**src/rtl/cmt_pkg.sv**
```systemverilog
// Package: shared types and constants for the connection map table
`default_nettype none
package cmt_pkg;
   localparam int unsigned Entries = 64;
   localparam int unsigned IdxW = $clog2(Entries);
   localparam logic [15:0] TimeoutReset = 16'd60;

   typedef enum logic [1:0] {
      REQ_ADD    = 2'd0,
      REQ_LOOKUP = 2'd1,
      REQ_DELETE = 2'd2,
      REQ_TICK   = 2'd3
   } req_kind_type;

   typedef enum logic [1:0] {
      ST_OK     = 2'd0,
      ST_MISS   = 2'd1,
      ST_FULL   = 2'd2,
      ST_UNUSED = 2'd3
   } status_type;

   typedef enum logic [2:0] {
      SC_IDLE,
      SC_SCAN,
      SC_WAIT,
      SC_FINISH,
      SC_OUT
   } scan_state_type;

   typedef struct packed {
      logic [1:0]  req_type;
      logic [31:0] own_ip;
      logic [31:0] peer_ip;
      logic [23:0] own_qpn;
      logic [23:0] peer_qpn;
   } req_type;

   typedef struct packed {
      logic [1:0]  status;
      logic [23:0] mapped_peer_qpn;
      logic [6:0]  purged_count;
   } rsp_type;
endpackage
`default_nettype wire

```
**src/rtl/cmt_if.sv**
```systemverilog
// Interfaces: valid/ready channels for requests and responses
`default_nettype none
interface cmt_req_if;
   logic valid;
   logic ready;
   cmt_pkg::req_type payload;
   modport source (output valid, output payload, input ready);
   modport sink (input valid, input payload, output ready);
endinterface

`default_nettype wire

```
**src/rtl/cmt_front.sv**
```systemverilog
// Front end: two-entry request queue between the input channel and the scanner
`default_nettype none
module cmt_front (
   input  wire logic             clock,
   input  wire logic             reset,
   cmt_req_if.sink               req,
   output cmt_pkg::req_type      head_out,
   output logic                  head_valid,
   input  wire logic             head_pop
);
   cmt_pkg::req_type slot_ff [2];
   cmt_pkg::req_type slot_in [2];
   logic             rd_ff, rd_in, wr_ff, wr_in;
   logic [1:0]       cnt_ff, cnt_in;
   logic             push;

   assign req.ready  = (cnt_ff != 2'd2);
   assign push       = req.valid && req.ready;
   assign head_valid = (cnt_ff != 2'd0);
   assign head_out   = slot_ff[rd_ff];

   // queue pointers and storage
   always_comb begin
      slot_in = slot_ff;
      if (push) begin
         slot_in[wr_ff] = req.payload;
      end
      wr_in  = push ? ~wr_ff : wr_ff;
      rd_in  = head_pop ? ~rd_ff : rd_ff;
      cnt_in = cnt_ff + {1'b0, push} - {1'b0, head_pop};
   end

   always_ff @(posedge clock) begin
      slot_ff <= slot_in;
      if (reset) begin
         rd_ff  <= 1'b0;
         wr_ff  <= 1'b0;
         cnt_ff <= 2'd0;
      end else begin
         rd_ff  <= rd_in;
         wr_ff  <= wr_in;
         cnt_ff <= cnt_in;
      end
   end
endmodule
`default_nettype wire

```
**src/flat_wrapper.sv**
```systemverilog
// flat-port wrapper written by rule: the top's interface ports become plain ports
module cmt_front_flat 
  (clock, reset, head_out, head_valid, head_pop, req_valid, req_payload, req_ready);
  cmt_req_if req_i ();
  input  wire logic clock;
  input  wire logic reset;
  output cmt_pkg::req_type head_out;
  output logic head_valid;
  input  wire logic head_pop;
  input wire logic [$bits(req_i.valid)-1:0] req_valid;
  input wire logic [$bits(req_i.payload)-1:0] req_payload;
  output wire logic [$bits(req_i.ready)-1:0] req_ready;
  assign req_i.valid = req_valid;
  assign req_i.payload = req_payload;
  assign req_ready = req_i.ready;
  cmt_front u_core (.clock(clock), .reset(reset), .req(req_i), .head_out(head_out), .head_valid(head_valid), .head_pop(head_pop));
endmodule
```
**config.mk**
```make
export PLATFORM = sky130hd
export DESIGN_NAME = cmt_front_flat
export DESIGN_NICKNAME = d
export VERILOG_FILES = /design/src/rtl/cmt_pkg.sv /design/src/rtl/cmt_if.sv /design/src/rtl/cmt_front.sv /design/src/flat_wrapper.sv
export SDC_FILE = /design/constraint.sdc
export NUM_CORES = 1
export LEC_CHECK = 0
export ABC_AREA = 0
export BUFFER_PORTS_ARGS = -buffer_cell sky130_fd_sc_hd__buf_2
export CORE_MARGIN = 3
export CORE_UTILIZATION = 25
export CTS_CLUSTER_SIZE = 20
export DETAILED_ROUTE_END_ITERATION = 6
export GPL_ROUTABILITY_DRIVEN = 0
export SYNTH_ARGS = -nofsm -noshare
export SYNTH_HDL_FRONTEND = slang
export SYNTH_SLANG_ARGS = --single-unit
```
**constraint.sdc**
```tcl
create_clock -name clock -period 3.6 [get_ports clock]
set_input_delay 0.36 -clock clock [delete_from_list [all_inputs] [get_ports clock]]
set_output_delay 0.36 -clock clock [all_outputs]
set_load 0.02 [all_outputs]
```
=== Word level (Yosys, flattened, before mapping) ===
Index checks and enable logic that the tools add are counted.

* $add $sub $neg: 2
* Order comparisons: 3
* Equality and inequality tests: 1
* Mux-type cells: 6
* Bitwise operators: 4
* Reductions and logical operators: 3

{| class="wikitable"
|+ Operator list
! cell !! number
|-
| $mux W114 || 4
|-
| $bwmux W228 || 1
|-
| $demux W114 S1 || 1
|-
| $ge A2 B2 Y1 const B || 2
|-
| $not A1 Y2 || 2
|-
| $add A2 B1 Y2 || 1
|-
| $logic_and A1 B1 Y1 || 2
|-
| $lt A2 B1 Y1 const B || 1
|-
| $ne A2 B2 Y1 const B || 1
|-
| $not A1 Y1 || 2
|-
| $reduce_bool A2 Y1 || 1
|-
| $sub A2 B1 Y2 || 1
|}

* Register bits after elaboration: 232
* Input bits: 118
* Output and inout port bits: 116
* Word-level logic and storage cells: 32

=== Depth between registers and ports, before layout ===
Gate-level depths: netlist of run 1.

* Word-level depth: 6
* Depth in mapped cells: 5
* Gate-level depth less buffers: 5

=== Least setup slack after synthesis of run 1 ===
Ideal clock, no wire load.

* Kind: reg2reg
* Start point: register u_core.cnt_ff[0]
* End point: register u_core.slot_ff[0] in the netlist's numbering, enable pin
* Data arrival time: 3,382 ps
* Data required time: 3,113 ps
* Path slack: -269 ps
* Cell stages (with the launch flop): 3
* Period minus slack after synthesis: 3,869 ps
* Cell sequence: dfxtp_1 -> nand2b_1 -> and3_1

* Word-level cells in the longest chain between the ends: 2

{| class="wikitable"
|+ Ends and longest elaborated chain
! item !! line !! source
|-
| start, declared || cmt_front.sv:14 || <nowiki>logic [1:0] cnt_ff, cnt_in;</nowiki>
|-
| start signal, assigned || cmt_front.sv:42 || <nowiki>cnt_ff <= cnt_in;</nowiki>
|-
| $ne A2 B2 Y1 || cmt_front.sv:17 || <nowiki>assign req.ready = (cnt_ff != 2'd2);</nowiki>
|-
| net req_ready || flat_wrapper.sv:12 || <nowiki>output wire logic [$bits(req_i.ready)-1:0] req_ready;</nowiki>
|-
| $logic_and A1 B1 Y1 || cmt_front.sv:18 || <nowiki>assign push = req.valid && req.ready;</nowiki>
|-
| end signal, assigned || cmt_front.sv:34 || <nowiki>slot_ff <= slot_in;</nowiki>
|-
| end, declared || cmt_front.sv:11 || <nowiki>cmt_pkg::req_type slot_ff [2];</nowiki>
|}

The timed path passes the listed nets, and every way through them passes these cells.
A chain may end at the register's enable or synchronous reset.

==> results of run 1 <==
[critical path: cells and delay by family (launching register included)]
family	cells	cell delay, ps
buffers and inverters	2	730
flip-flops	1	360
multiplexers	1	420
[area by class of cell]
| type | count | area share [%] |
|---|---|---|
| Sequential cell | 232 | 58.7 |
| Timing Repair Buffer | 293 | 15.2 |
| Multi-Input combinational cell | 132 | 13.6 |
| Clock buffer | 35 | 5.98 |
| Tap cell | 448 | 4.75 |
| Clock inverter | 11 | 1.72 |
| Inverter | 2 | 0.0848 |
[synthesized netlist by cell type, types with 2 or more instances]
cell type,count,area (um^2)
edfxtp_1,228,6850
buf_6,7,78.8
mux2_4,50,751
mux2_2,65,732
inv_1,2,7.51
nor2_1,2,7.51
dfxtp_1,4,80.1
a21oi_1,2,10.0
buf_2,6,30.0
[routing by layer]
layer / up-vias / global-route usage [%]
li1: 2121 / -
met1: 2205 / 11.1
met2: 171 / 16.0
met3: 35 / 3.05
met4: 0 / 2.91
met5: - / 0
[sequential cells by signal, indices dropped and copies added (netlist names)]
| name | count |
|---|---|
| u_core.wr_ff | 1 |
| u_core.slot_ff | 228 |
| u_core.cnt_ff | 2 |
| u_core.rd_ff | 1 |
[metrics by stage]
step | setup WS (ps) | cells
floorplan | 135 | 379
global placement | 1700 | 1053
detailed placement | 1690 | 1053
CTS | 1100 | 1153
global route | 1030 | 1153
finish | 1150 | 1153
[worst paths after layout]
check                   start             endpoint  slack, ps  cells past startpoint
min reg2reg      u_core.wr_ff         u_core.wr_ff        580                      2
max              u_core.rd_ff         head_out[21]       1150                      3
max reg2reg  u_core.cnt_ff[0]  u_core.slot_ff[203]       1830                      4
min           req_payload[90]   u_core.slot_ff[90]         30                      1
[power by group]
group	leakage [nW]	switching [mW]	internal, mW
Clock	0.442	1.00	1.79
Sequential	2.16	0.0462	3.21
Combinational	1.86	0.566	0.429
Total	4.46	1.61	5.43
[repair_timing]
| item | CTS | global route |
|---|---|---|
| hold endpoints to repair | 104 | 0 |
| hold buffers | 54 | 0 |
| buffers inserted | 0 | 0 |
[logic make-up after synthesis]
family	synth area share, %
buf+inv	1.35
fa+ha+maj	0.145
compound gates	0.319
flops	80.2
simple gates	0.652
xor+xnor	0.101
mux	17.3
==> results.py, run 1 <==
metrics = {
    "run_status": {
        "status": "complete, no violations",
    },
    "critical_path": {
        "crit_slowest_cell": "buf_4",
        "crit_type": "reg -> out",
        "end_kind": "output port",
        "crit_path_max_fanout": 51,
        "cpPeakStageDelay_ps": 570,
        "crit_required_ps": 3240,
        "cp-start-kind": "flop",
        "arrival_ps": 2090,
        "path_cells": "buf_4 > mux2_2 > buf_2",
    },
    "clocking": {
        "numCtsBuffers": 26,
        "cts_root_buf": "clkbuf_16",
        "cts_resized": 0,
        "htree_levels": 1,
        "clock-sinks": 232,
        "cts_tree": "built",
        "path_clk_slew_ps": 60,
        "clockBufferDepth": 3,
        "clkLatencyLatePin_ps": 520,
    },
    "final_layout": {
        "area_growth_pct": 36.6,
        "antenna_cells": 0,
        "n_fill_cell": 3264,
        "final_net_count": 806,
        "drive_above_1_share_pct": 56.0,
        "final-seq-area_mm2": 0.00693,
        "multi_input_area_mm2": 0.00160,
        "layout_common_cells": "233 x buf_2, 228 x edfxtp_1, 65 x mux2_2",
        "stdcell_area_mm2": 0.0118,
        "final_util_pct": 34.9,
        "mostFrequentLayoutCell": "buf_2",
    },
    "sta": {
        "grt_setup_unrepaired": "false",
        "fin_crit_sh_pct": 68.0,
        "tightest_slew_ps": 758,
        "slew_headroom_pct": 49.5,
        "drv_slew": 0,
        "final.setup_skew_ps": 14.6,
        "setup_viol": 0,
        "finalSetupTns_ps": 0,
        "max_freq_mhz": 409,
        "min_period_ps": 2450,
        "final-hold-violation-count": 0,
        "holdWs_ps": 33.7,
    },
    "synthesis": {
        "ys_seq_elements": 232,
        "netlist_instances": 379,
        "synth_area_mm2": 0.00864,
        "synth_nets": 498,
        "ys_types": 22,
        "ys_seq_area_share_pct": 80.2,
        "async_flop_share_pct": 0,
        "yosys_warnings": 0,
        "synth_edf_count": 228,
        "synth_top_flop_cell": "edfxtp_1",
        "synth_area_per_cell_um2": 22.8,
    },
    "placement": {
        "hpwl_um": 11200,
        "placed_area_mm2": 0.0104,
        "io_buffers": 233,
    },
    "routing": {
        "wl_per_cell_um": 15.4,
        "drt-vias-per-instance": 3.93,
        "highest_layer": "met4",
        "drc": 0,
        "drt-total-wl_um": 17700,
        "wl_met2_um": 8580,
        "met3_length_um": 1550,
        "drtPass1Iterations": 4,
        "drt_iter0_drc": 138,
        "wl_met1_um": 7130,
        "vias": 4532,
        "antenna_left": 0,
    },
    "floorplanning": {
        "dieArea_mm2": 0.0368,
        "die_x_um": 192,
        "core-area_mm2": 0.0338,
        "design.portCount": 234,
        "row_count": 67,
        "start_util_pct": 25.6,
        "die_h_um": 192,
    },
    "global_route": {
        "grt_pass1_vias": 4935,
        "antenna_found_initial": 0,
        "grt_pass1_wl_um": 27000,
        "grtUsageTotal_pct": 9.31,
        "grt_overflow": 0,
        "grt_max_degree": 73,
    },
    "power": {
        "p_leak_nw": 4.46,
        "total_power_mw": 7.05,
        "p_per_area_mw_per_mm2": 597,
        "ir_worst_vdd_uv": 573,
    },
    "min_path": {
        "hp-class": "in -> reg",
    },
    "flow_run": {
        "drv_cap": 0,
    },
}
Power figures use the tool's default switching activity.
==> run 2, diff against run 1 <==
--- a/config.mk
+++ b/config.mk
@@ -5,7 +5,7 @@
 export SDC_FILE = /design/constraint.sdc
 export NUM_CORES = 1
 export LEC_CHECK = 0
-export ABC_AREA = 0
+export ABC_AREA = 1
 export BUFFER_PORTS_ARGS = -buffer_cell sky130_fd_sc_hd__buf_2
 export CORE_MARGIN = 3
 export CORE_UTILIZATION = 25
==> constraint.sdc (replaced) <==
create_clock -name clock -period 2.1 [get_ports clock]
set_input_delay 0.21 -clock clock [delete_from_list [all_inputs] [get_ports clock]]
set_output_delay 0.21 -clock clock [all_outputs]
set_load 0.02 [all_outputs]
==> run 2 against run 1 <==
Critical path depth unchanged. Power rose by 70%. Non-clock buffer count increased by 67. Largest power group unchanged.
==> results.py, run 2 <==
metrics = {
    "floorplanning": {
        "dieArea_mm2": 0.0367,
        "design.portCount": 234,
        "die_h_um": 192,
        "die_x_um": 192,
        "row_count": 67,
        "core-area_mm2": 0.0338,
        "start_util_pct": 25.5,
    },
    "routing": {
        "drt-vias-per-instance": 3.91,
        "drtPass1Iterations": 4,
        "drt_iter0_drc": 213,
        "drt-total-wl_um": 18700,
        "vias": 4797,
        "antenna_left": 0,
        "wl_per_cell_um": 15.2,
        "drc": 0,
    },
    "min_path": {
        "worstHoldPathCells": 2,
        "min_from": "req_payload[20]",
        "min_to": "u_core.slot_ff[20]",
        "hp-class": "in -> reg",
    },
    "final_layout": {
        "n_fill_cell": 3191,
        "final-seq-area_mm2": 0.00693,
        "top_register": "u_core.slot_ff",
        "final_util_pct": 37.0,
        "stdcell_area_mm2": 0.0125,
        "reg_top3": "u_core.slot_ff x228, u_core.cnt_ff x2",
        "largest_reg_flops": 228,
        "mostFrequentLayoutCell": "buf_2",
        "layout_common_cells": "232 x buf_2, 228 x edfxtp_1, 118 x dlygate4sd3_1",
        "fin_cells": 1227,
        "multi_input_area_mm2": 0.00160,
        "drive_above_1_share_pct": 51.8,
        "area_growth_pct": 44.9,
        "final_net_count": 877,
    },
    "sta": {
        "drv_slew": 0,
        "final.setup_skew_ps": 11.9,
        "min_period_ps": 2060,
        "grt_setup_unrepaired": "true",
        "max_freq_mhz": 485,
        "final-hold-violation-count": 0,
        "fin_crit_sh_pct": 98.2,
        "setup_viol": 0,
        "setup_slack_ps": 38.6,
        "slew_headroom_pct": 74.4,
        "finalSetupTns_ps": 0,
        "tightest_slew_ps": 384,
    },
    "synthesis": {
        "synth_area_per_cell_um2": 22.5,
        "yosys_warnings": 0,
        "synth_common_cells": "228 x edfxtp_1, 64 x mux2_2, 50 x mux2_4",
        "synth_area_mm2": 0.00862,
        "synth_nets": 502,
        "synth_top_area_share_pct": 79.4,
        "ys_seq_elements": 232,
        "ys_seq_area_share_pct": 80.3,
        "async_flop_share_pct": 0,
        "ys_types": 14,
        "netlist_instances": 383,
        "post-synth-top-count-cell": "edfxtp_1",
        "synth_top_flop_cell": "edfxtp_1",
        "synth_area_leaders": "edfxtp_1 79%, mux2_4 8.7%, mux2_2 8.4%, dfxtp_1 0.93%, buf_6 0.91%",
        "synth_edf_count": 228,
        "yosys.area.top_type": "edfxtp_1",
    },
    "clocking": {
        "path_clk_slew_ps": 60,
        "clock-sinks": 232,
        "post_cts_buffers": 0,
        "cts_root_buf": "clkbuf_16",
        "clkLatencyLatePin_ps": 530,
        "cts_tree": "built",
        "htree_levels": 1,
        "numCtsBuffers": 26,
        "clockBufferDepth": 3,
    },
    "critical_path": {
        "arrival_ps": 1850,
        "end_kind": "output port",
        "crit_type": "reg -> out",
        "timing.rr.start": "u_core.rd_ff",
        "crit_path_max_fanout": 37,
        "cp_top_family": "flip-flops",
        "crit_required_ps": 1890,
        "cpPeakStageDelay_ps": 460,
        "worst-path-buf-inv": 2,
        "rr_worst_depth": 4,
        "crit_slowest_cell": "dfxtp_4",
        "path_cells": "buf_16 > mux2_2 > buf_2",
        "r2r-end": "u_core.rd_ff",
        "rrSetupSlack_ps": 490,
        "cp-start-kind": "flop",
    },
    "placement": {
        "dpl_worst_slack_ps": 511,
        "hpwl_um": 11300,
        "dp_cells": 1058,
        "io_buffers": 233,
        "placed_area_mm2": 0.0104,
    },
    "power": {
        "sequentialPowerShare_pct": 47.3,
        "p_int_mw": 9.07,
        "clockPowerShare_pct": 36.2,
        "ir_worst_vdd_uv": 767,
        "p_switching_mw": 2.93,
        "combPwrFrac_pct": 16.6,
        "sw_frac_of_total_pct": 24.5,
        "p_leak_nw": 4.75,
        "p_per_area_mw_per_mm2": 961,
    },
    "global_route": {
        "grtUsageTotal_pct": 9.59,
        "grt_pass1_vias": 5318,
        "grt_max_degree": 61,
        "antenna_found_initial": 1,
        "grt_pass1_wl_um": 27800,
        "grt_overflow": 0,
    },
    "flow_run": {
        "drv_cap": 0,
    },
    "run_status": {
        "status": "complete, no violations",
    },
}
[run 2: power groups by stage]
stage | Sequential (mW) | Combinational [mW] | Clock, mW
finish | 5.67 | 1.99 | 4.34
global route | 5.71 | 2.14 | 4.67
CTS | 5.67 | 2.02 | 4.51
detailed placement | 5.76 | 1.81 | 0
global placement | 5.75 | 1.80 | 0
floorplan | 5.76 | 1.18 | 0
[run 2: logic make-up after synthesis]
logic type | count (synthesis) | synth area share [%]
buffers and inverters | 18 | 1.48
flip-flops | 232 | 80.3
AND/OR/NAND/NOR | 15 | 0.697
AO/OA/AOI/OAI | 1 | 0.0580
XOR/XNOR | 2 | 0.203
multiplexers | 114 | 17.1
adder cells (fa/ha/maj) | 1 | 0.145
[run 2: worst max path at each step]
stage / start / to / slack, ps / cells past startpoint
global route: u_core.rd_ff / head_out[9] / -40 / 3
global placement: u_core.rd_ff / head_out[17] / 510 / 3
finish: u_core.rd_ff / head_out[75] / 40 / 3
floorplan: u_core.cnt_ff[0] / u_core.slot_ff[0] / -620 / 6
CTS: u_core.rd_ff / head_out[21] / 0.5 / 3
detailed placement: u_core.rd_ff / head_out[17] / 510 / 3
[run 2: layout make-up]
type                            instances  area share [%]
Timing Repair Buffer                  360            20.4
Multi-Input combinational cell        133            12.8
Antenna cell                            1          0.0200
Tap cell                              448            4.49
Sequential cell                       232            55.5
Clock buffer                           35            5.65
Inverter                                5           0.180
Clock inverter                         13           0.982
[run 2: worst reg2reg max path: cells and delay by family, from the launching register on]
family / cells / cell delay [ps]
buf+inv: 2 / 830
flops: 1 / 460
xor+xnor: 1 / 170
simple gates: 1 / 50
[run 2: through the flow]
step / hold WS (ps) / power (mW)
3_3_place_gp: 384 / 7.55
3_5_place_dp: 391 / 7.57
4_1_cts: 357 / 12.2
5_1_grt: 379 / 12.5
6_report: 399 / 12.0
2_1_floorplan: 282 / 6.93
[run 2: timing repair]
item	CTS	global route
cloned	1	1
endpoints found under the hold margin	232	0
hold buffers	118	0
resized for setup	2	4
endpoints found under the setup margin	69	6
[run 2: layer usage]
layer / wire [um] / GRT usage, % / vias up
li1: - / - / 2267
met1: 7540 / 10.8 / 2334
met2: 9210 / 17.2 / 164
met3: 1410 / 3.29 / 32
met4: 522 / 2.71 / 0
met5: 0 / 0 / -
